[config.mk]
export PLATFORM = sky130hd
export DESIGN_NAME = integer_radix_to_ascii_top
export DESIGN_NICKNAME = d
export VERILOG_FILES = /design/src/rdx_pkg.sv /design/src/rdx_cell.sv /design/src/rdx_row.sv /design/src/integer_radix_to_ascii_top.sv
export SDC_FILE = /design/constraint.sdc
export NUM_CORES = 2
export LEC_CHECK = 0
export ABC_AREA = 0
export BUFFER_PORTS_ARGS = -buffer_cell sky130_fd_sc_hd__buf_2
export CORE_UTILIZATION = 60
export DETAILED_ROUTE_END_ITERATION = 8
export PLACE_DENSITY = 0.83
export SETUP_SLACK_MARGIN = 0.2
export SLEW_MARGIN = 20
export SYNTH_ARGS = -nofsm -noshare
export SYNTH_HDL_FRONTEND = slang
export SYNTH_SLANG_ARGS = --single-unit
[constraint.sdc]
create_clock -name clk -period 12.61 [get_ports clk]
set_input_delay 1.261 -clock clk [delete_from_list [all_inputs] [get_ports clk]]
set_output_delay 1.261 -clock clk [all_outputs]
set_load 0.01 [all_outputs]
[src/rdx_pkg.sv]
// Package for the integer to radix ASCII converter.
// Holds shared constants, the sequencer state type, the row control struct
// and the digit to character mapping. No dependencies.
package rdx_pkg;

	localparam int DEFAULT_MAX_DIGITS = 64;
	localparam int VALUE_W = 64;
	localparam int NARROW_W = 32;
	localparam int DIGIT_W = 6;
	localparam int RADIX_W = 8;
	localparam int CHAR_W = 8;
	localparam int STEP_W = 7;

	localparam logic [RADIX_W-1:0] RADIX_RAW = 8'd0;
	localparam logic [RADIX_W-1:0] RADIX_MIN = 8'd2;
	localparam logic [RADIX_W-1:0] RADIX_MAX = 8'd36;
	localparam logic [RADIX_W-1:0] RADIX_DEC = 8'd10;

	localparam logic [CHAR_W-1:0] CHAR_ZERO = 8'h30;
	localparam logic [CHAR_W-1:0] CHAR_A = 8'h41;
	localparam logic [CHAR_W-1:0] CHAR_MINUS = 8'h2D;

	typedef enum logic [2:0] {
		ST_IDLE,
		ST_RAW,
		ST_CONV,
		ST_ALIGN,
		ST_EMIT
	} state_t;

	typedef struct packed {
		logic clear;
		logic step;
		logic shift;
	} row_ctl_t;

	function automatic logic [CHAR_W-1:0] digit_char(input logic [DIGIT_W-1:0] d);
		logic [CHAR_W-1:0] dx;
		dx = {2'b00, d};
		if (d < 6'd10) begin
			return dx + CHAR_ZERO;
		end else begin
			return dx + (CHAR_A - 8'd10);
		end
	endfunction

endpackage

[src/rdx_cell.sv]
// One digit cell of the conversion row: doubles its digit and adds the carry
// from below, or takes its lower neighbor's digit when the row shifts.
// Depends on rdx_pkg.
module rdx_cell (
	input  logic                          clk,
	input  rdx_pkg::row_ctl_t             ctl,
	input  logic [rdx_pkg::DIGIT_W-1:0]   radix,
	input  logic                          carry_in,
	input  logic [rdx_pkg::DIGIT_W-1:0]   shift_in,
	output logic [rdx_pkg::DIGIT_W-1:0]   digit,
	output logic                          gen,
	output logic                          prop
);

	logic [rdx_pkg::DIGIT_W-1:0] digit_q;
	logic [rdx_pkg::DIGIT_W:0]   dbl;
	logic [rdx_pkg::DIGIT_W:0]   rad_x;
	logic [rdx_pkg::DIGIT_W:0]   diff;
	logic                        carry_out;

	assign rad_x = {1'b0, radix};
	assign dbl = {digit_q, carry_in};
	// 2d >= R always carries; 2d+1 == R carries only with a carry in
	assign gen = {digit_q, 1'b0} >= rad_x;
	assign prop = {digit_q, 1'b1} == rad_x;
	assign carry_out = gen | (prop & carry_in);
	assign diff = carry_out ? (dbl - rad_x) : dbl;
	assign digit = digit_q;

	always_ff @(posedge clk) begin
		if (ctl.clear) begin
			digit_q <= '0;
		end else if (ctl.step) begin
			digit_q <= diff[rdx_pkg::DIGIT_W-1:0];
		end else if (ctl.shift) begin
			digit_q <= shift_in;
		end
	end

endmodule

[src/rdx_row.sv]
// Row of digit cells holding the number in the chosen radix, least
// significant digit in cell 0, plus the carry network across the row.
// Depends on rdx_pkg and rdx_cell.
module rdx_row #(
	parameter int MAX_DIGITS = rdx_pkg::DEFAULT_MAX_DIGITS
) (
	input  logic                          clk,
	input  rdx_pkg::row_ctl_t             ctl,
	input  logic [rdx_pkg::DIGIT_W-1:0]   radix,
	input  logic                          bit_in,
	output logic [MAX_DIGITS:0]           carry,
	output logic [rdx_pkg::DIGIT_W-1:0]   top_digit
);

	logic [MAX_DIGITS-1:0]       gen;
	logic [MAX_DIGITS-1:0]       prop;
	logic [MAX_DIGITS-1:0]       gp;
	logic [MAX_DIGITS:0]         sum;
	logic [rdx_pkg::DIGIT_W-1:0] digits [MAX_DIGITS];

	// carry into cell i is g | p & c, resolved with one adder
	assign gp = gen | prop;
	assign sum = {1'b0, gen} + {1'b0, gp} + {{MAX_DIGITS{1'b0}}, bit_in};
	assign carry[MAX_DIGITS-1:0] = sum[MAX_DIGITS-1:0] ^ gen ^ gp;
	assign carry[MAX_DIGITS] = sum[MAX_DIGITS];
	assign top_digit = digits[MAX_DIGITS-1];

	for (genvar i = 0; i < MAX_DIGITS; i++) begin : g_cell
		logic [rdx_pkg::DIGIT_W-1:0] below;
		if (i == 0) begin : g_bottom
			assign below = '0;
		end else begin : g_inner
			assign below = digits[i-1];
		end
		rdx_cell u_cell (
			.clk      (clk),
			.ctl      (ctl),
			.radix    (radix),
			.carry_in (carry[i]),
			.shift_in (below),
			.digit    (digits[i]),
			.gen      (gen[i]),
			.prop     (prop[i])
		);
	end

endmodule

[src/integer_radix_to_ascii_top.sv]
// Top level of the integer to radix ASCII converter: request sequencer,
// output register and the digit cell row.
// Depends on rdx_pkg and rdx_row.
//
// Usage:
// A request (number, radix, is_signed, is_wide) is taken when req_valid is
// high and req_stall low. req_stall stays high while a request is being
// worked on. The answer is a stream of characters, most significant digit
// first, on character/last with rsp_valid/rsp_stall; last marks the final
// character. Radix 0 returns the low byte of number as one character.
// Operation: the row takes one input bit per cycle (32 bits narrow, 64
// wide), then shifts the top digit into place and sends one digit per
// cycle while the receiver does not stall.
// A leading minus sign, for signed radix 10 only, goes out ahead of the digits.
// When the receiver stalls, the held character stays and no new character
// is sent. The next request is taken once the last character sits in the
// output register. Reset empties the output register and returns to idle.
module integer_radix_to_ascii_top #(
	parameter int MAX_DIGITS = rdx_pkg::DEFAULT_MAX_DIGITS
) (
	input  logic                          clk,
	input  logic                          arst_n,
	input  logic                          req_valid,
	output logic                          req_stall,
	input  logic [rdx_pkg::VALUE_W-1:0]   number,
	input  logic [rdx_pkg::RADIX_W-1:0]   radix,
	input  logic                          is_signed,
	input  logic                          is_wide,
	output logic                          rsp_valid,
	input  logic                          rsp_stall,
	output logic [rdx_pkg::CHAR_W-1:0]    character,
	output logic                          last
);

	localparam int CNT_W = $clog2(MAX_DIGITS + 1);
	localparam logic [CNT_W-1:0] CNT_MAX = CNT_W'(MAX_DIGITS);
	localparam logic [CNT_W-1:0] CNT_ONE = CNT_W'(1);

	rdx_pkg::state_t st_q, st_d;
	logic [rdx_pkg::VALUE_W-1:0] val_q, val_d;
	logic [rdx_pkg::STEP_W-1:0]  stp_q, stp_d;
	logic [CNT_W-1:0]            cnt_q, cnt_d;
	logic [CNT_W-1:0]            lvl_q, lvl_d;
	logic [rdx_pkg::DIGIT_W-1:0] radix_q, radix_d;
	logic                        minus_q, minus_d;
	logic                        ovalid_q, ovalid_d;
	logic [rdx_pkg::CHAR_W-1:0]  ochar_q, ochar_d;
	logic                        olast_q, olast_d;

	rdx_pkg::row_ctl_t           ctl;
	logic [MAX_DIGITS:0]         carry;
	logic [rdx_pkg::DIGIT_W-1:0] top_digit;
	logic                        accept;
	logic                        out_free;
	logic                        neg;
	logic [rdx_pkg::VALUE_W-1:0] wide_mag;
	logic [rdx_pkg::NARROW_W-1:0] narrow_mag;

	assign req_stall = (st_q != rdx_pkg::ST_IDLE);
	assign accept = req_valid && !req_stall;
	assign out_free = !ovalid_q || !rsp_stall;
	assign rsp_valid = ovalid_q;
	assign character = ochar_q;
	assign last = olast_q;

	assign neg = is_signed && (radix == rdx_pkg::RADIX_DEC) &&
		(is_wide ? number[rdx_pkg::VALUE_W-1] : number[rdx_pkg::NARROW_W-1]);
	assign wide_mag = neg ? (64'd0 - number) : number;
	assign narrow_mag = neg ? (32'd0 - number[rdx_pkg::NARROW_W-1:0]) :
		number[rdx_pkg::NARROW_W-1:0];

	rdx_row #(
		.MAX_DIGITS (MAX_DIGITS)
	) u_row (
		.clk       (clk),
		.ctl       (ctl),
		.radix     (radix_q),
		.bit_in    (val_q[rdx_pkg::VALUE_W-1]),
		.carry     (carry),
		.top_digit (top_digit)
	);

	always_ff @(posedge clk or negedge arst_n) begin
		if (!arst_n) begin
			st_q <= rdx_pkg::ST_IDLE;
			minus_q <= 1'b0;
			ovalid_q <= 1'b0;
			cnt_q <= '0;
			lvl_q <= '0;
			stp_q <= '0;
		end else begin
			st_q <= st_d;
			minus_q <= minus_d;
			ovalid_q <= ovalid_d;
			cnt_q <= cnt_d;
			lvl_q <= lvl_d;
			stp_q <= stp_d;
		end
	end

	always_ff @(posedge clk) begin
		val_q <= val_d;
		radix_q <= radix_d;
		ochar_q <= ochar_d;
		olast_q <= olast_d;
	end

	always_comb begin
		st_d = st_q;
		val_d = val_q;
		stp_d = stp_q;
		cnt_d = cnt_q;
		lvl_d = lvl_q;
		radix_d = radix_q;
		minus_d = minus_q;
		ovalid_d = ovalid_q && rsp_stall;
		ochar_d = ochar_q;
		olast_d = olast_q;
		ctl = '0;

		unique case (st_q)
			rdx_pkg::ST_IDLE: begin
				if (accept) begin
					val_d = number;
					minus_d = 1'b0;
					if (radix == rdx_pkg::RADIX_RAW) begin
						st_d = rdx_pkg::ST_RAW;
					end else begin
						st_d = rdx_pkg::ST_CONV;
						ctl.clear = 1'b1;
						minus_d = neg;
						cnt_d = CNT_ONE;
						if (is_wide) begin
							val_d = wide_mag;
							stp_d = rdx_pkg::STEP_W'(rdx_pkg::VALUE_W);
						end else begin
							val_d = {narrow_mag, {rdx_pkg::NARROW_W{1'b0}}};
							stp_d = rdx_pkg::STEP_W'(rdx_pkg::NARROW_W);
						end
						if (radix < rdx_pkg::RADIX_MIN || radix > rdx_pkg::RADIX_MAX) begin
							radix_d = rdx_pkg::RADIX_DEC[rdx_pkg::DIGIT_W-1:0];
						end else begin
							radix_d = radix[rdx_pkg::DIGIT_W-1:0];
						end
					end
				end
			end
			rdx_pkg::ST_RAW: begin
				if (out_free) begin
					ovalid_d = 1'b1;
					ochar_d = val_q[rdx_pkg::CHAR_W-1:0];
					olast_d = 1'b1;
					st_d = rdx_pkg::ST_IDLE;
				end
			end
			rdx_pkg::ST_CONV: begin
				ctl.step = 1'b1;
				val_d = {val_q[rdx_pkg::VALUE_W-2:0], 1'b0};
				stp_d = stp_q - 1'b1;
				if (cnt_q != CNT_MAX && carry[cnt_q]) begin
					cnt_d = cnt_q + 1'b1;
				end
				if (stp_q == rdx_pkg::STEP_W'(1)) begin
					st_d = rdx_pkg::ST_ALIGN;
					lvl_d = cnt_d;
				end
			end
			rdx_pkg::ST_ALIGN: begin
				if (lvl_q == CNT_MAX) begin
					st_d = rdx_pkg::ST_EMIT;
				end else begin
					ctl.shift = 1'b1;
					lvl_d = lvl_q + 1'b1;
				end
			end
			rdx_pkg::ST_EMIT: begin
				if (out_free && !minus_q) begin
					ovalid_d = 1'b1;
					ochar_d = rdx_pkg::digit_char(top_digit);
					olast_d = (cnt_q == CNT_ONE);
					ctl.shift = 1'b1;
					cnt_d = cnt_q - 1'b1;
					if (cnt_q == CNT_ONE) begin
						st_d = rdx_pkg::ST_IDLE;
					end
				end
			end
			default: begin
				st_d = rdx_pkg::ST_IDLE;
			end
		endcase

		// sign goes out ahead of any digit
		if (minus_q && out_free && (st_q == rdx_pkg::ST_CONV ||
				st_q == rdx_pkg::ST_ALIGN || st_q == rdx_pkg::ST_EMIT)) begin
			ovalid_d = 1'b1;
			ochar_d = rdx_pkg::CHAR_MINUS;
			olast_d = 1'b0;
			minus_d = 1'b0;
		end
	end

	a_idle_no_sign: assert property (@(posedge clk) disable iff (!arst_n)
		(st_q == rdx_pkg::ST_IDLE) |-> !minus_q)
		else $error("sign still pending in idle");

	a_emit_count: assert property (@(posedge clk) disable iff (!arst_n)
		(st_q == rdx_pkg::ST_EMIT) |-> (cnt_q != '0 && cnt_q <= CNT_MAX))
		else $error("digit count out of range while sending");

	a_align_level: assert property (@(posedge clk) disable iff (!arst_n)
		(st_q == rdx_pkg::ST_ALIGN) |-> (lvl_q >= cnt_q && lvl_q <= CNT_MAX))
		else $error("row alignment past top");

	a_accept_busy: assert property (@(posedge clk) disable iff (!arst_n)
		(req_valid && !req_stall) |=> req_stall)
		else $error("request accepted without going busy");

	a_last_idle: assert property (@(posedge clk) disable iff (!arst_n)
		(st_q != rdx_pkg::ST_IDLE && st_d == rdx_pkg::ST_IDLE) |=> (ovalid_q && olast_q))
		else $error("request finished without a last character");

endmodule
Word-level counts from Yosys, hierarchy flattened
Index checks and enable logic that the tools add are counted.

storage, ports and cells
  flip-flop bits (word level) = 489
  input bits = 78
  output and inout bits = 11
  word-level logic and storage cells = 706

cells by class
  $add $sub $neg = 74
  order comparisons = 68
  equality and inequality tests = 81
  multiplexer cells = 243
  bitwise gates (word level) = 132
  reduce and logical (&&, ||, !) cells = 34

operators by type and width
  cell                                                                 number
  6-bit two-way mux                                                    192
  7-bit by 6-bit == test with 1-bit output                             64
  7-bit by 6-bit greater-or-equal comparator with 1-bit output         64
  6-bit subtractor                                                     64
  64-bit two-way mux                                                   4
  64-bit one-hot mux with 2 select lines                               1
  64-bit XOR                                                           2
  7-bit two-way mux                                                    10
  64-bit by 64-bit adder with 65-bit output                            1
  65-bit by 1-bit adder with 65-bit output                             1
  1-bit AND                                                            64
  1-bit bitwise OR                                                     64
  64-bit bitwise OR                                                    1
  1-bit by 64-bit subtractor with 64-bit output, first input constant  1
  32-bit two-way mux                                                   1
  1-bit by 32-bit subtractor with 32-bit output, first input constant  1
  7-bit one-hot mux with 2 select lines                                2
  7-bit one-hot mux with 3 select lines                                1
  3-bit two-way mux                                                    6
  1-bit two-way mux                                                    17
  8-bit two-way mux                                                    2
  2-bit != test, second input constant                                 8
  8-bit one-hot mux with 2 select lines                                1
  3-bit one-hot mux with 5 select lines                                1
  other kinds (29)                                                     59

Depth between registers and ports, before layout
  depth in word-level cells = 12
  gate-level depth with buffers = 34

Modules after synthesis
A second synthesis with hierarchy kept.

unflattened totals
  cell total of the unflattened synthesis = 6599
  area, all modules = 56449.1 sq um

modules (own cells, without submodules)
  module                                  instances  cells each  area each (sq um)
  rdx_cell at u_row.g_cell[0].u_cell ...  47         82          716.9
  rdx_cell at u_row.g_cell[2].u_cell ...  17         82          714.4
  integer_radix_to_ascii_top              1          948         8051.5
  rdx_row                                 1          403         2556.2

Worst setup path after synthesis
Ideal clock, no wire load.

  path kind = register to register
  from = register radix_q[1] (netlist name)
  to = register u_row.g_cell[40].u_cell.digit_q (netlist bit u_row.g_cell[40].u_cell.digit[5])
  arrival = 10.821 ns
  setup slack = 1.724 ns
  cell stages (with the launch flop) = 32
  buffers on the path = 1
  clock period less this slack = 10.886 ns
  path through = edfxtp_1 > inv_1 > ha_1 > nand2b_1 > a21oi_1 > o21ai_0 > nand2_1 > nor2_1 > ha_1 > or4_1 > o21a_1 > ha_1 > o311ai_0 > a311oi_1 > nor3_1 > nand4b_1 > a21oi_1 > or2_2 > buf_2 > a31o_2 > a21oi_1 > ha_1 > inv_1 > a21oi_1 > o21ai_0 > a21o_1 > a21oi_1 > xnor2_1 > mux2i_1 > a211oi_1 > a21oi_1 > nor2_1

between the ends
  cells in the longest elaborated chain, start to end = 10

RTL lines
  element                                                                            RTL line                           source
  start, declared                                                                    integer_radix_to_ascii_top.sv:44   logic [rdx_pkg::DIGIT_W-1:0] radix_q, radix_d;
  start signal, assigned                                                             integer_radix_to_ascii_top.sv:103  radix_q <= radix_d;
  branches (longest 8 deep; another with 64-bit by 64-bit adder with 65-bit output)  -
  6-bit two-way mux *                                                                rdx_cell.sv:27                     assign diff = carry_out ? (dbl - rad_x) : dbl;
  6-bit two-way mux *                                                                rdx_cell.sv:33                     end else if (ctl.step) begin
  end signal, assigned                                                               rdx_cell.sv:34                     digit_q <= diff[rdx_pkg::DIGIT_W-1:0];
  end signal, assigned                                                               rdx_cell.sv:36                     digit_q <= shift_in;
  end, declared                                                                      rdx_cell.sv:15                     logic [rdx_pkg::DIGIT_W-1:0] digit_q;

Mark *: on every way between the ends.
A chain may end at the register's enable or synchronous reset.

Worst setup path after layout
  from = register radix_q[1] (netlist name)
  to = register u_row.g_cell[52].u_cell.digit_q (netlist bit u_row.g_cell[52].u_cell.digit[5])

between the ends
  cells in the longest elaborated chain, start to end = 10

RTL lines
  element                                                                            RTL line
  branches (longest 8 deep; another with 64-bit by 64-bit adder with 65-bit output)  -
  6-bit two-way mux *                                                                rdx_cell.sv:27
  6-bit two-way mux *                                                                rdx_cell.sv:33
  end signal, assigned                                                               rdx_cell.sv:34
  end signal, assigned                                                               rdx_cell.sv:36
  end, declared                                                                      rdx_cell.sv:15

Marks and branches as above.

==> flow_summary_export.csv <==
group,metric,value,unit
floorplanning,initial_core_util,0.606,
cells_and_area,seqCellArea,0.0106,mm^2
synth,synth_top_area_cell,"dfxtp_1",
synth,synth_flop_cell,"dfxtp_1",
cells_and_area,drive_gt1_frac,0.0520,
pwr,powerDensity,315,mW/mm^2
sta,final_hold_viol_count,0,
cells_and_area,nets,6534,
grt,grt_pass1_vias,44100,
sta,period_share,0.684,
setup_path,worstSetupEndpointType,"flip-flop",
pwr,power_leakage,21.3,nW
synth,synth_warnings,0,
synth,synth_top_area_share,0.168,
synth,synth_cell_types,95,
grt,grt_pass1_wl,224,mm
placed_design,placed_area,0.0478,mm^2
setup_path,r2r_cells,35,
clocking,clk_path_buf_depth,3,
floorplanning,fp-row-count,102,
routing,dr.pass1.iters,8,
routing,drcViolationCount,0,
routing,wl_per_cell,19.5,um
cells_and_area,num-fill-cells,6752,
setup_path,rr_endpoint,"u_row.g_cell[52].u_cell.digit[5]",
clocking,cts_tree,"built",
sta,min_period,8.63,ns
sta,rsz0062_at_grt,"false",
sta,tightest_slew,1.19,ns
cells_and_area,final_cell_area,0.0499,mm^2
grt,grt_use_total,0.340,
setup_path,path_max_fanout,37,
setup_path,slowest_stage,"clkinv_2",
synth,synthCells,6108,
synth,synth.avg_cell_area,7.68,um^2
setup_path,worstPathArrival,9.13,ns
clocking,cts_inserted_buffers,58,
routing,num_vias,46900,
run,cap_viol_max_count,0,
sta,finalWorstSetupSlack,3.98,ns
pwr,ir_worst_vdd,0.528,mV
cells_and_area,final_cells,7084,
grt,grt_max_degree,226,
clocking,cts.sinks,489,
clocking,ctsHtreeMaxLevel,2,
setup_path,rrSetupSlack,3.98,ns
sta,max_slew_margin,0.206,
routing,drtAntennaViolNets,0,
synth,seq_area_frac_synth,0.226,
floorplanning,core_area,0.0773,mm^2
setup_path,cp_data_required_time,13.11,ns
placed_design,gp_congestion,1.01,
worst_hold_path,holdCritPathClass,"reg2reg",
setup_path,reg2reg_from,"radix_q[1]",
grt,overflow,0,
setup_path,path_buf_inv,5,
status,status,"finished, final reports clean",
setup_path,path_delay_family,"compound AO/OA/AOI/OAI gates",
cells_and_area,multi_input_area,0.0343,mm^2
floorplanning,ioPinCount,89,
synth,async_reset_ff_frac,0.0532,
setup_path,path_depth,35,
clocking,post_cts.repair.setup_buffers,0,
synth,synth.area.top_cells,"dfxtp_1 17%, ha_1 11%, a211oi_1 7.7%",
floorplanning,die_y,282,um
sta,tns,0,ns
synth,netlist_area,0.0469,mm^2
synth,syn-num-nets,6648,
floorplanning,die-area,0.0793,mm^2
sta,drv_slew,0,
routing,via_per_inst,6.62,
sta,fin_worst_skew,0.0351,ns
floorplanning,dieWidth,282,um
grt,antenna_found_initial,2,
setup_path,critical_path_class,"reg2reg",
setup_path,critPathLaunchType,"flip-flop",
routing,drt_iter0_drc,4599,
cells_and_area,areaGrowthSynthToFinish,6.31,%
setup_path,startpoint,"radix_q[1]",
clocking,path_clk_slew,0.06,ns
routing,wl,138,mm
setup_path,max_stage_delay,0.78,ns
placed_design,post-place-cells,6974,
clocking,post_cts_resized,0,
sta,max_freq,116,MHz
clocking,cts_hold_buf,0,
synth,synth_edf_count,70,
setup_path,crit_path_end,"u_row.g_cell[52].u_cell.digit[5]",
clocking,clock-root-buffer,"clkbuf_16",
sta,final-setup-viol-count,0,
synth,synth-seq-cells,489,
clocking,clock_latency,0.66,ns
placed_design,port_buffers,88,
placed_design,hpwl,93.8,mm
placed_design,place_ws,4.13,ns
## stage by stage
step | hold WS (ns) | total power, mW | utilization
2_1_floorplan | 0.455 | 11.3 | -
3_3_place_gp | 0.472 | 13.2 | 0.619
3_5_place_dp | 0.480 | 13.6 | 0.619
4_1_cts | 0.495 | 15.5 | 0.645
5_1_grt | 0.522 | 17.1 | 0.645
6_report | 0.494 | 15.7 | 0.645
## area by class of cell
class	count	area share
Multi-Input combinational cell	5104	0.688
Timing Repair Buffer	135	0.0169
Antenna cell	1	0.0000502
Inverter	206	0.0158
Sequential cell	489	0.213
Tap cell	1040	0.0261
Clock inverter	30	0.00685
Clock buffer	79	0.0336
## synthesized netlist by cell type (all sizes together) (82+ instances only)
| library cell | number |
|---|---|
| a211oi | 483 |
| mux2i | 168 |
| nor2 | 920 |
| o21ai | 319 |
| clkbuf | 262 |
| nand2b | 86 |
| nor2b | 96 |
| ha | 398 |
| nor3 | 106 |
| inv | 206 |
| xor2 | 149 |
| a21oi | 698 |
| nand2 | 349 |
| dfxtp | 393 |
| a221oi | 82 |
| a21o | 208 |
| xnor2 | 178 |
## sequential cells by signal, indices dropped and copies added (netlist names)
register	cells
st_q	3
character	8
lvl_q	7
u_row.g_cell.u_cell.digit	384
last	1
val_q	64
minus_q	1
rsp_valid	1
radix_q	6
stp_q	7
cnt_q	7
## tightest hold or removal path: stages (launching register included)
cell	delay [ns]
dfxtp_1	0.33
a21oi_1	0.06
nor2_1	0.07
## layer usage
layer	share of wire	vias up	track usage
li1	-	22400	-
met1	0.42	22100	0.444
met2	0.45	2018	0.548
met3	0.085	415	0.0544
met4	0.047	2	0.158
met5	0.000080	-	0
## cells in the final DEF (no fill, tap or decap), types with 25 or more instances in the layout
cell,count
inv_1,199
a211oi_1,483
a21oi_1,697
nand4b_1,30
buf_4,43
and3_1,25
buf_2,88
a21o_1,208
nor2_1,919
xnor2_1,178
ha_1,398
o211ai_1,56
dfrtp_1,26
xor2_1,149
o21ai_1,42
nand3_1,80
fa_1,64
and2_1,25
nor4_1,39
o21ai_0,276
nand2_1,347
nor3_1,104
nor2b_1,96
or3_1,54
edfxtp_1,70
o21a_1,38
dfxtp_1,393
nand2b_1,85
clkbuf_16,60
and4b_1,42
a221oi_1,82
o21bai_1,27
mux2i_1,168
nand4_1,58
a211o_1,25
nand3b_1,32
o221ai_1,37
a31oi_1,28
## worst min path at each step
stage	cells after the start	start	end
after floorplan	2	u_row.g_cell[1].u_cell.digit[5]	u_row.g_cell[1].u_cell.digit[5]
after global placement	2	character[7]	character[7]
after detailed placement	2	character[7]	character[7]
after CTS	2	u_row.g_cell[23].u_cell.digit[2]	u_row.g_cell[23].u_cell.digit[2]
after global routing	2	u_row.g_cell[1].u_cell.digit[2]	u_row.g_cell[1].u_cell.digit[2]
final	2	character[6]	character[6]
## logic make-up (layout without fill, tap and decap cells)
family / after synthesis / in the layout / share of synthesized area
AO/OA/AOI/OAI: 2121 / 2121 / 0.292
buffers and inverters: 515 / 450 / 0.0431
XOR/XNOR: 327 / 327 / 0.0611
other: 0 / 1 / 0
flip-flops: 489 / 489 / 0.226
AND/OR/NAND/NOR: 2024 / 2024 / 0.208
multiplexers: 170 / 170 / 0.0366
adder cells (fa/ha/maj): 462 / 462 / 0.133
## report_power, final
group	total, mW	switching (mW)	internal, mW
Clock	1.83	0.761	1.07
Sequential	3.21	0.765	2.45
Combinational	10.7	6.55	4.14
Total	15.7	8.07	7.65
Power figures use the tool's default switching activity.
